**src/design/byte_pattern_scanner_assert.svh**
```systemverilog
// ----------------------------------------------------------------------------
// byte_pattern_scanner assertion macros
// Short forms for the concurrent checks of the scanner, clocked on clk and
// disabled during reset.
// ----------------------------------------------------------------------------
`ifndef BYTE_PATTERN_SCANNER_ASSERT_SVH
`define BYTE_PATTERN_SCANNER_ASSERT_SVH

// antecedent holds -> consequent holds in the same cycle
`define BPS_ASSERT_SAME(label, ante, cons, msg) \
  label: assert property (@(posedge clk) disable iff (rst) (ante) |-> (cons)) \
    else $error(msg);

// antecedent holds -> consequent holds in the next cycle
`define BPS_ASSERT_NEXT(label, ante, cons, msg) \
  label: assert property (@(posedge clk) disable iff (rst) (ante) |=> (cons)) \
    else $error(msg);

`endif

```
**src/design/bps_pkg.sv**
```systemverilog
// ----------------------------------------------------------------------------
// bps_pkg
// Shared constants, register indexes and helpers of the byte pattern scanner.
// ----------------------------------------------------------------------------
`timescale 1ns / 1ps

package bps_pkg;

  localparam int PATTERN_MAX_DEFAULT = 16;
  localparam int ADDR_W              = 64;
  localparam int OFFSET_W            = 32;
  localparam int LENGTH_W            = 5;
  localparam int CFG_INDEX_W         = 3;
  localparam int CFG_DATA_W          = 64;

  typedef enum logic [CFG_INDEX_W-1:0] {
    REG_PATTERN_LOW  = 3'd0,
    REG_PATTERN_HIGH = 3'd1,
    REG_PATTERN_LEN  = 3'd2,
    REG_RESULT_OFF   = 3'd3,
    REG_START_ADDR   = 3'd4
  } cfg_reg_t;

  // Pattern byte k; bytes past the two 64-bit registers read as zero.
  function automatic logic [7:0] pattern_byte(input logic [63:0] lo,
                                              input logic [63:0] hi,
                                              input int          k);
    logic [7:0] b;
    b = 8'h00;
    if (k >= 0 && k < 8) begin
      b = lo[8*k +: 8];
    end else if (k >= 8 && k < 16) begin
      b = hi[8*(k-8) +: 8];
    end
    return b;
  endfunction

endpackage

```
**src/design/byte_pattern_scanner.sv**
```systemverilog
// ----------------------------------------------------------------------------
// byte_pattern_scanner
// Searches a byte stream for a configured pattern of up to PATTERN_MAX bytes
// and reports the first match address of each scan, or a miss at its end.
// ----------------------------------------------------------------------------
// One byte is taken every cycle with no bubbles while results are drained; a
// result (found with the match start address plus the signed offset, or a miss
// with address zero on the last byte) appears in the output register in the cycle
// after the byte that completes it. While a result waits untaken, s_tready is
// low and the input stalls until the transaction on the result side completes.
// The per-byte path is the window compare against a pre-aligned pattern plus
// a 64-bit add and subtract for the address; start_address + result_offset
// and the aligned pattern are folded into registers when the configuration is
// written.
// ----------------------------------------------------------------------------
`timescale 1ns / 1ps

`include "byte_pattern_scanner_assert.svh"

module byte_pattern_scanner
  import bps_pkg::*;
#(
  parameter int PATTERN_MAX = PATTERN_MAX_DEFAULT
) (
  input  logic                   clk,
  input  logic                   rst,
  // configuration write channel
  input  logic                   cfg_valid,
  output logic                   cfg_ready,
  input  logic [CFG_INDEX_W-1:0] cfg_index,
  input  logic [CFG_DATA_W-1:0]  cfg_data,
  // byte stream in
  input  logic                   s_tvalid,
  output logic                   s_tready,
  input  logic [7:0]             s_tdata,   // [7:0] data_byte
  input  logic                   s_tlast,   // last_byte
  // result out
  output logic                   m_tvalid,
  input  logic                   m_tready,
  output logic [ADDR_W-1:0]      m_tdata,   // [63:0] match_address
  output logic                   m_tuser    // found
);

  localparam int LW = $clog2(PATTERN_MAX + 1);
  localparam int WD = (PATTERN_MAX > 1) ? PATTERN_MAX - 1 : 1;

  // configuration
  logic [63:0]         pat_lo, pat_hi;
  logic [LENGTH_W-1:0] pat_len;
  logic [OFFSET_W-1:0] res_off;
  logic [ADDR_W-1:0]   start_addr;
  logic [ADDR_W-1:0]   base;          // start_addr + sign-extended res_off
  logic [LW-1:0]       len_eff;
  logic [LW-1:0]       len_m1;
  logic [7:0]          align  [PATTERN_MAX];
  logic                mask   [PATTERN_MAX];

  logic [63:0]         pat_lo_next, pat_hi_next;
  logic [LENGTH_W-1:0] pat_len_next;
  logic [OFFSET_W-1:0] res_off_next;
  logic [ADDR_W-1:0]   start_addr_next;
  logic [LW-1:0]       len_eff_next;
  logic [7:0]          align_next [PATTERN_MAX];
  logic                mask_next  [PATTERN_MAX];
  logic                cfg_wr;

  // scan state
  logic [7:0]        win  [WD];
  logic [7:0]        view [PATTERN_MAX];
  logic [ADDR_W-1:0] seen;
  logic [ADDR_W-1:0] seen_inc;
  logic              done;
  logic              in_acc;
  logic              enough;
  logic              hit;
  logic              match;

  assign cfg_ready = 1'b1;
  assign cfg_wr    = cfg_valid && cfg_ready;

  always_comb begin
    pat_lo_next     = pat_lo;
    pat_hi_next     = pat_hi;
    pat_len_next    = pat_len;
    res_off_next    = res_off;
    start_addr_next = start_addr;
    if (cfg_wr) begin
      case (cfg_reg_t'(cfg_index))
        REG_PATTERN_LOW:  pat_lo_next     = cfg_data;
        REG_PATTERN_HIGH: pat_hi_next     = cfg_data;
        REG_PATTERN_LEN:  pat_len_next    = cfg_data[LENGTH_W-1:0];
        REG_RESULT_OFF:   res_off_next    = cfg_data[OFFSET_W-1:0];
        REG_START_ADDR:   start_addr_next = cfg_data;
        default: ;
      endcase
    end
    // zero acts as one, oversize clamps to the window size
    if (pat_len_next == '0) begin
      len_eff_next = LW'(1);
    end else if (int'(pat_len_next) > PATTERN_MAX) begin
      len_eff_next = LW'(PATTERN_MAX);
    end else begin
      len_eff_next = LW'(pat_len_next);
    end
    // view slot j (newest first) must hold pattern byte len-1-j
    for (int j = 0; j < PATTERN_MAX; j++) begin
      mask_next[j]  = (j < int'(len_eff_next));
      align_next[j] = mask_next[j] ?
        pattern_byte(pat_lo_next, pat_hi_next, int'(len_eff_next) - 1 - j) : 8'h00;
    end
  end

  always_ff @(posedge clk) begin
    if (rst) begin
      pat_lo     <= '0;
      pat_hi     <= '0;
      pat_len    <= LENGTH_W'(1);
      res_off    <= '0;
      start_addr <= '0;
      base       <= '0;
      len_eff    <= LW'(1);
      len_m1     <= '0;
      for (int j = 0; j < PATTERN_MAX; j++) begin
        align[j] <= 8'h00;
        mask[j]  <= (j == 0);
      end
    end else if (cfg_wr) begin
      pat_lo     <= pat_lo_next;
      pat_hi     <= pat_hi_next;
      pat_len    <= pat_len_next;
      res_off    <= res_off_next;
      start_addr <= start_addr_next;
      base       <= start_addr_next + {{(ADDR_W-OFFSET_W){res_off_next[OFFSET_W-1]}},
                                       res_off_next};
      len_eff    <= len_eff_next;
      len_m1     <= len_eff_next - LW'(1);
      for (int j = 0; j < PATTERN_MAX; j++) begin
        align[j] <= align_next[j];
        mask[j]  <= mask_next[j];
      end
    end
  end

  // datapath
  assign s_tready = !m_tvalid || m_tready;
  assign in_acc   = s_tvalid && s_tready;
  assign seen_inc = seen + ADDR_W'(1);

  always_comb begin
    view[0] = s_tdata;
    for (int i = 1; i < PATTERN_MAX; i++) begin
      view[i] = win[i-1];
    end
    hit = 1'b1;
    for (int j = 0; j < PATTERN_MAX; j++) begin
      if (mask[j] && (view[j] != align[j])) begin
        hit = 1'b0;
      end
    end
    enough = (seen_inc[ADDR_W-1:LW] != '0) || (seen_inc[LW-1:0] >= len_eff);
    match  = enough && hit;
  end

  always_ff @(posedge clk) begin
    if (in_acc && !done) begin
      for (int i = 0; i < WD; i++) begin
        win[i] <= view[i];
      end
    end
  end

  always_ff @(posedge clk) begin
    if (rst) begin
      seen     <= '0;
      done     <= 1'b0;
      m_tvalid <= 1'b0;
    end else begin
      if (m_tready) begin
        m_tvalid <= 1'b0;
      end
      if (in_acc) begin
        if (!done) begin
          seen <= seen_inc;
          if (match) begin
            m_tvalid <= 1'b1;
            m_tuser  <= 1'b1;
            m_tdata  <= base + seen - ADDR_W'(len_m1);
            done     <= 1'b1;
          end else if (s_tlast) begin
            m_tvalid <= 1'b1;
            m_tuser  <= 1'b0;
            m_tdata  <= '0;
          end
        end
        if (s_tlast) begin
          seen <= '0;
          done <= 1'b0;
        end
      end
    end
  end

  `BPS_ASSERT_SAME(a_ready_when_empty, !m_tvalid, s_tready,
                   "input stalled with an empty output register")
  `BPS_ASSERT_SAME(a_miss_zero_addr, m_tvalid && !m_tuser, m_tdata == '0,
                   "miss result with nonzero address")
  `BPS_ASSERT_NEXT(a_quiet_after_match, in_acc && done && !m_tvalid, !m_tvalid,
                   "result produced after the scan already matched")
  `BPS_ASSERT_NEXT(a_match_sets_done, in_acc && !done && match && !s_tlast,
                   done && m_tvalid && m_tuser, "match did not close the scan")
  `BPS_ASSERT_NEXT(a_rearm_on_last, in_acc && s_tlast, (seen == '0) && !done,
                   "scanner did not rearm after the last byte")

endmodule
```
**config.mk**
```make
export PLATFORM = sky130hd
export DESIGN_NAME = byte_pattern_scanner
export DESIGN_NICKNAME = d
export VERILOG_FILES = /design/src/design/bps_pkg.sv /design/src/design/byte_pattern_scanner.sv
export VERILOG_INCLUDE_DIRS = /design/src /design/src/design
export SDC_FILE = /design/constraint.sdc
export NUM_CORES = 2
export LEC_CHECK = 0
export BUFFER_PORTS_ARGS = -buffer_cell sky130_fd_sc_hd__buf_2
export CORE_ASPECT_RATIO = 1.75
export CORE_MARGIN = 8
export CORE_UTILIZATION = 60
export DETAILED_ROUTE_END_ITERATION = 8
export GPL_TIMING_DRIVEN = 0
export PLACE_DENSITY = 0.84
export SLEW_MARGIN = 10
export SYNTH_ARGS = -nofsm -noshare
export SYNTH_HDL_FRONTEND = slang
export SYNTH_SLANG_ARGS = --single-unit
```
**constraint.sdc**
```tcl
create_clock -name clk -period 14.6 [get_ports clk]
set_input_delay 2.92 -clock clk [delete_from_list [all_inputs] [get_ports clk]]
set_output_delay 2.92 -clock clk [all_outputs]
set_load 0.01 [all_outputs]
```
==> flow_results.xml, run 1 <==
<?xml version="1.0" encoding="UTF-8"?>
<metrics>
  <group name="status">
    <metric name="toolErrorMsg" unit="">[ERROR GRT-0116] Global routing finished with congestion. Check the congestion regions in the DRC Viewer.</metric>
    <metric name="status" unit="">stopped before the end</metric>
    <metric name="outcome.stop_stage" unit="">global routing</metric>
  </group>
  <group name="synthesis">
    <metric name="ys_top_cells_by_area" unit="">sky130_fd_sc_hd__edfxtp_1 (22%), sky130_fd_sc_hd__dfxtp_1 (16%), sky130_fd_sc_hd__mux2i_1 (8.0%)</metric>
    <metric name="synthDistinctLibCells" unit="">83</metric>
    <metric name="synth_edf_count" unit="">329</metric>
    <metric name="synth_area_leader_cell" unit="">sky130_fd_sc_hd__edfxtp_1</metric>
    <metric name="seq_area_frac_synth" unit="">0.3825</metric>
    <metric name="syn_area_per_cell" unit="sq um">8.932</metric>
    <metric name="synthesis.instances" unit="">5048</metric>
    <metric name="synth_ff_type" unit="">sky130_fd_sc_hd__dfxtp_1</metric>
    <metric name="synth.cell_area" unit="sq um">45090</metric>
    <metric name="synth_top_area_frac" unit="">0.2191</metric>
    <metric name="ys_seq_elements" unit="">697</metric>
    <metric name="async_reset_ff_frac" unit="">0</metric>
    <metric name="synth.yosys.warnings" unit="">26</metric>
  </group>
  <group name="global_routing">
    <metric name="global_route.overflow_total" unit="">69</metric>
    <metric name="total_routing_resource_utilization_after_global_routing" unit="">0.5727</metric>
    <metric name="via_count_of_the_first_global_routing_pass" unit="">45840</metric>
    <metric name="grt_max_degree" unit="">90</metric>
    <metric name="grt_first_pass_wirelength" unit="mm">348.2</metric>
  </group>
  <group name="cts">
    <metric name="holdBufCountCts" unit="">0</metric>
    <metric name="cts_root_buf" unit="">sky130_fd_sc_hd__clkbuf_16</metric>
    <metric name="cts_made_buffers" unit="">66</metric>
    <metric name="clk_path_buf_depth" unit="">3</metric>
    <metric name="clkSinkCount" unit="">697</metric>
    <metric name="cts.repair.resized" unit="">0</metric>
    <metric name="cts_max_level" unit="">3</metric>
    <metric name="postCtsSetupBuffers" unit="">0</metric>
  </group>
  <group name="die">
    <metric name="starting_density" unit="">0.6034</metric>
    <metric name="io_pins" unit="">149</metric>
    <metric name="rows" unit="">133</metric>
    <metric name="dieHeight" unit="um">378.6</metric>
    <metric name="floorplan.die.width" unit="um">223.2</metric>
  </group>
  <group name="placement">
    <metric name="gpl.final_weighted_congestion" unit="">1.308</metric>
    <metric name="hpwl_reported_at_the_end_of_detailed_placement" unit="mm">174.0</metric>
    <metric name="numPortBuffers" unit="">145</metric>
  </group>
</metrics>
==> through the flow <==
stage	instances	worst slack (ps)	instance area, sq um	utilization	hold slack (ps)
4_1_cts	6269	1047	49470	0.6621	464.5
3_5_place_dp	6153	395.5	47260	0.6326	461.1
3_3_place_gp	6140	287.3	47000	0.6291	446.1
2_1_floorplan	5050	5294	45090	-	434.1
==> synth_stat cells, drive strengths merged (116+ instances only) <==
cell type	count
o21ai	269
nor2b	116
xnor2	238
nor2	576
a21oi	315
inv	331
dfxtp	368
nand3	125
ha	231
mux2	123
nand2	379
mux2i	360
edfxtp	329
clkbuf	229
==> kinds of logic after synthesis <==
group                    Yosys count  share of synthesized area
adder cells (fa/ha/maj)          237                    0.06677
buffers and inverters            624                    0.05306
flip-flops                       697                     0.3825
XOR/XNOR                         291                    0.05653
multiplexers                     507                     0.1226
AND/OR/NAND/NOR                 1565                     0.1608
AO/OA/AOI/OAI                   1126                     0.1576
other                              1                 0.00008317
==> routing by layer <==
layer,overflow,track usage
met1,0,0.5338
met2,40,0.8593
met3,0,0.2697
met4,29,0.6659
met5,0,0.01094
==> inputs of run 2 (changes only) <==
--- a/config.mk
+++ b/config.mk
@@ -7,12 +7,11 @@
 export NUM_CORES = 2
 export LEC_CHECK = 0
 export BUFFER_PORTS_ARGS = -buffer_cell sky130_fd_sc_hd__buf_2
-export CORE_ASPECT_RATIO = 1.75
 export CORE_MARGIN = 8
-export CORE_UTILIZATION = 60
+export CORE_UTILIZATION = 40
 export DETAILED_ROUTE_END_ITERATION = 8
 export GPL_TIMING_DRIVEN = 0
-export PLACE_DENSITY = 0.84
+export PLACE_DENSITY_LB_ADDON = 0.15
 export SLEW_MARGIN = 10
 export SYNTH_ARGS = -nofsm -noshare
 export SYNTH_HDL_FRONTEND = slang
==> flow_results.xml, run 2 <==
<?xml version="1.0" encoding="UTF-8"?>
<metrics>
  <group name="cts">
    <metric name="tritoncts_clock_tree" unit="">done</metric>
    <metric name="cts_made_buffers" unit="">82</metric>
    <metric name="clkSinkCount" unit="">697</metric>
    <metric name="holdBufCountCts" unit="">0</metric>
    <metric name="cts.repair.resized" unit="">0</metric>
    <metric name="clk_pin_slew" unit="ps">60</metric>
    <metric name="clock_latency" unit="ps">690</metric>
    <metric name="cts_max_level" unit="">3</metric>
    <metric name="cts_root_buf" unit="">sky130_fd_sc_hd__clkbuf_16</metric>
    <metric name="clk_path_buf_depth" unit="">3</metric>
    <metric name="postCtsSetupBuffers" unit="">0</metric>
  </group>
  <group name="die">
    <metric name="io_pins" unit="">149</metric>
    <metric name="rows" unit="">123</metric>
    <metric name="starting_density" unit="">0.4019</metric>
    <metric name="floorplan.die.width" unit="um">351.7</metric>
    <metric name="dieHeight" unit="um">351.7</metric>
    <metric name="die_area" unit="sq um">123700</metric>
    <metric name="total_core_area" unit="sq um">112200</metric>
  </group>
  <group name="pwr">
    <metric name="switching_share" unit="">0.3185</metric>
    <metric name="clockPowerShare" unit="">0.390</metric>
    <metric name="power_report.internal_total" unit="mW">3.637</metric>
    <metric name="power_density" unit="nW/um^2">105.5</metric>
    <metric name="p_leak" unit="nW">19.84</metric>
    <metric name="worst_ir_drop_vdd" unit="V">0.00008682</metric>
    <metric name="part_of_the_total_power_dissipated_in_combinational_logic" unit="">0.207</metric>
    <metric name="seq_power_share" unit="">0.403</metric>
    <metric name="p_sw" unit="mW">1.700</metric>
  </group>
  <group name="synthesis">
    <metric name="synthesis.instances" unit="">5048</metric>
    <metric name="post-synth-top-count-cell" unit="">sky130_fd_sc_hd__nor2_1</metric>
    <metric name="synthDistinctLibCells" unit="">83</metric>
    <metric name="synth_edf_count" unit="">329</metric>
    <metric name="ys_seq_elements" unit="">697</metric>
    <metric name="syn_area_per_cell" unit="sq um">8.932</metric>
    <metric name="synth.yosys.warnings" unit="">26</metric>
    <metric name="synth.cell_area" unit="sq um">45090</metric>
    <metric name="async_reset_ff_frac" unit="">0</metric>
    <metric name="synth_top_area_frac" unit="">0.2191</metric>
    <metric name="synth_ff_type" unit="">sky130_fd_sc_hd__dfxtp_1</metric>
    <metric name="synth_area_leader_cell" unit="">sky130_fd_sc_hd__edfxtp_1</metric>
    <metric name="seq_area_frac_synth" unit="">0.3825</metric>
    <metric name="commonest_cells_in_the_synthesized_netlist" unit="">sky130_fd_sc_hd__nor2_1 (576), sky130_fd_sc_hd__nand2_1 (379), sky130_fd_sc_hd__dfxtp_1 (368)</metric>
    <metric name="ys_top_cells_by_area" unit="">sky130_fd_sc_hd__edfxtp_1 (22%), sky130_fd_sc_hd__dfxtp_1 (16%), sky130_fd_sc_hd__mux2i_1 (8.0%)</metric>
  </group>
  <group name="critical_path">
    <metric name="worstSetupPathType" unit="">in -&gt; reg</metric>
    <metric name="critPathArrivalTime" unit="ps">14520</metric>
    <metric name="highest_fanout_seen_on_the_critical_path" unit="">11</metric>
    <metric name="required" unit="ps">14930</metric>
    <metric name="endpoint_kind" unit="">flop</metric>
    <metric name="crit_path_start_kind" unit="">primary input</metric>
  </group>
  <group name="global_routing">
    <metric name="via_count_of_the_first_global_routing_pass" unit="">38130</metric>
    <metric name="number_of_antenna_violations_at_the_first_check_in_global_routing" unit="">19</metric>
    <metric name="grt_max_degree" unit="">88</metric>
    <metric name="total_routing_resource_utilization_after_global_routing" unit="">0.3169</metric>
    <metric name="global_route.overflow_total" unit="">0</metric>
    <metric name="grt_first_pass_wirelength" unit="mm">283.1</metric>
  </group>
  <group name="drt">
    <metric name="drtIter0Drc" unit="">5486</metric>
    <metric name="antenna_violating_nets_post_route" unit="">0</metric>
    <metric name="vias" unit="">41730</metric>
    <metric name="route.final.wire_length" unit="mm">202.7</metric>
    <metric name="drt-vias-per-instance" unit="">6.084</metric>
    <metric name="detailed_route_wire_length_per_cell" unit="um">29.56</metric>
    <metric name="remaining_drc_errors" unit="">0</metric>
    <metric name="detailedRoute.firstPassIterationCount" unit="">8</metric>
  </group>
  <group name="timing">
    <metric name="fin_ws" unit="ps">413.1</metric>
    <metric name="post-route-period-util" unit="">0.9717</metric>
    <metric name="final_hold_viol_count" unit="">0</metric>
    <metric name="grt_setup_unrepaired" unit="">false</metric>
    <metric name="finalClockSkew" unit="ps">40.13</metric>
    <metric name="clock.fmax" unit="MHz">70.49</metric>
    <metric name="totalNegativeSetupSlack" unit="ps">0</metric>
    <metric name="tightest_slew" unit="ps">1447</metric>
    <metric name="final_max_slew_viol_count" unit="">0</metric>
    <metric name="slew_headroom" unit="">0.03546</metric>
    <metric name="post-route-min-period" unit="ps">14190</metric>
    <metric name="number_of_failing_setup_endpoints_in_the_final_timing_report" unit="">0</metric>
  </group>
  <group name="final_layout">
    <metric name="commonest_non_fill_non_tap_cells_in_the_layout" unit="">sky130_fd_sc_hd__nor2_1 (575), sky130_fd_sc_hd__nand2_1 (379), sky130_fd_sc_hd__dfxtp_1 (368), sky130_fd_sc_hd__mux2i_1 (360), sky130_fd_sc_hd__edfxtp_1 (329)</metric>
    <metric name="final_net_count" unit="">5604</metric>
    <metric name="max_flop_register" unit="">align</metric>
    <metric name="layout_commonest_cell" unit="">sky130_fd_sc_hd__nor2_1</metric>
    <metric name="finalInstanceArea" unit="sq um">50580</metric>
    <metric name="largest_registers" unit="">align x128, win x120</metric>
    <metric name="final_layout_size_suffix_gt1_frac" unit="">0.09062</metric>
    <metric name="utilization" unit="">0.4508</metric>
    <metric name="largest_register_ff_count" unit="">128</metric>
    <metric name="areaGrowthSynthToFinish" unit="%">12.19</metric>
  </group>
  <group name="status">
    <metric name="status" unit="">complete, no violations</metric>
  </group>
  <group name="placement">
    <metric name="hpwl_reported_at_the_end_of_detailed_placement" unit="mm">163.2</metric>
    <metric name="gpl.final_weighted_congestion" unit="">1.136</metric>
    <metric name="numPortBuffers" unit="">145</metric>
    <metric name="preCtsSetupSlack" unit="ps">487.5</metric>
    <metric name="placedInstanceArea" unit="sq um">47880</metric>
  </group>
  <group name="job">
    <metric name="maxCapViolations" unit="">0</metric>
  </group>
  <group name="min_path">
    <metric name="hold_class" unit="">reg -&gt; reg</metric>
  </group>
</metrics>
==> run 2: metal layers <==
layer | up-vias | routed length, um | global-route usage
met3 | 371 | 22560 | 0.08423
met5 | - | 61 | 0
met4 | 8 | 8350 | 0.1091
met1 | 20450 | 93480 | 0.4761
li1 | 18620 | - | -
met2 | 2279 | 78270 | 0.4314
==> run 2: path summary, 6_finish.rpt <==
check             slack (ps)                     from                          to  cells past startpoint
setup / recovery         410                cfg_valid  align[0][58]$_SDFFCE_PP0P_                     28
hold reg to reg          460  len_eff[0]$_SDFFE_PP1P_     len_eff[0]$_SDFFE_PP1P_                      2
setup reg to reg        3900  pat_len[0]$_SDFFE_PP1P_  align[0][58]$_SDFFCE_PP0P_                     25
hold / removal           460  len_eff[0]$_SDFFE_PP1P_     len_eff[0]$_SDFFE_PP1P_                      2
==> run 2: power by group through the flow <==
stage | Combinational, mW | Sequential, mW | Clock, mW
finish | 1.10 | 2.15 | 2.08
global route | 1.17 | 2.16 | 2.19
CTS | 1.06 | 2.15 | 2.11
detailed placement | 1.06 | 2.19 | 0
global placement | 1.05 | 2.20 | 0
floorplan | 0.671 | 2.19 | 0
==> run 2: logic make-up (layout without fill, tap and decap cells) <==
family                   after synthesis  in the layout  share of synthesized area
AND/OR/NAND/NOR                     1565           1565                     0.1608
AO/OA/AOI/OAI                       1126           1126                     0.1576
flip-flops                           697            697                     0.3825
buffers and inverters                624            926                    0.05306
multiplexers                         507            507                     0.1226
XOR/XNOR                             291            291                    0.05653
adder cells (fa/ha/maj)              237            237                    0.06677
other                                  1              9                 0.00008317
==> run 2: stage by stage <==
step	std cells	power (mW)	hold slack [ps]
3_3_place_gp	6695	3.255	450.1
6_report	6858	5.337	463.9
4_1_cts	6852	5.327	463.7
3_5_place_dp	6702	3.251	451.6
2_1_floorplan	5050	2.857	434.1
5_1_grt	6852	5.516	476.7
==> run 2: cell type report <==
cell class              instances  area [sq um]
diodes                          6         15.01
plain buffers                 290          1142
clock buffers                 111          2312
clock inverters                39         374.1
fillers                     11060         61610
inverters                     334          1259
multi-input cells            3729         25480
flip-flops and latches        697         17250
well taps                    1500          1877
repair buffers                152         879.6
==> run 2: worst max-delay path, cell delays in order <==
cell and delay [ps]:
sky130_fd_sc_hd__buf_2 300, sky130_fd_sc_hd__nor4bb_1 720, sky130_fd_sc_hd__buf_2 400, sky130_fd_sc_hd__mux2_2 410, sky130_fd_sc_hd__a31oi_1 190, sky130_fd_sc_hd__nor2_1 240
sky130_fd_sc_hd__inv_1 130, sky130_fd_sc_hd__buf_2 460, sky130_fd_sc_hd__buf_2 460, sky130_fd_sc_hd__buf_1 860, sky130_fd_sc_hd__clkbuf_1 720, sky130_fd_sc_hd__ha_1 270
sky130_fd_sc_hd__clkbuf_1 550, sky130_fd_sc_hd__xnor2_1 500, sky130_fd_sc_hd__inv_2 370, sky130_fd_sc_hd__clkbuf_1 670, sky130_fd_sc_hd__clkbuf_1 790, sky130_fd_sc_hd__ha_1 620
sky130_fd_sc_hd__o21ai_0 200, sky130_fd_sc_hd__xnor2_1 260, sky130_fd_sc_hd__inv_1 130, sky130_fd_sc_hd__ha_1 410, sky130_fd_sc_hd__o21ai_0 240, sky130_fd_sc_hd__o22a_1 250
sky130_fd_sc_hd__nand4_1 190, sky130_fd_sc_hd__a21oi_1 210, sky130_fd_sc_hd__a21oi_1 80, sky130_fd_sc_hd__o31ai_1 870
Power figures use the tool's default switching activity.
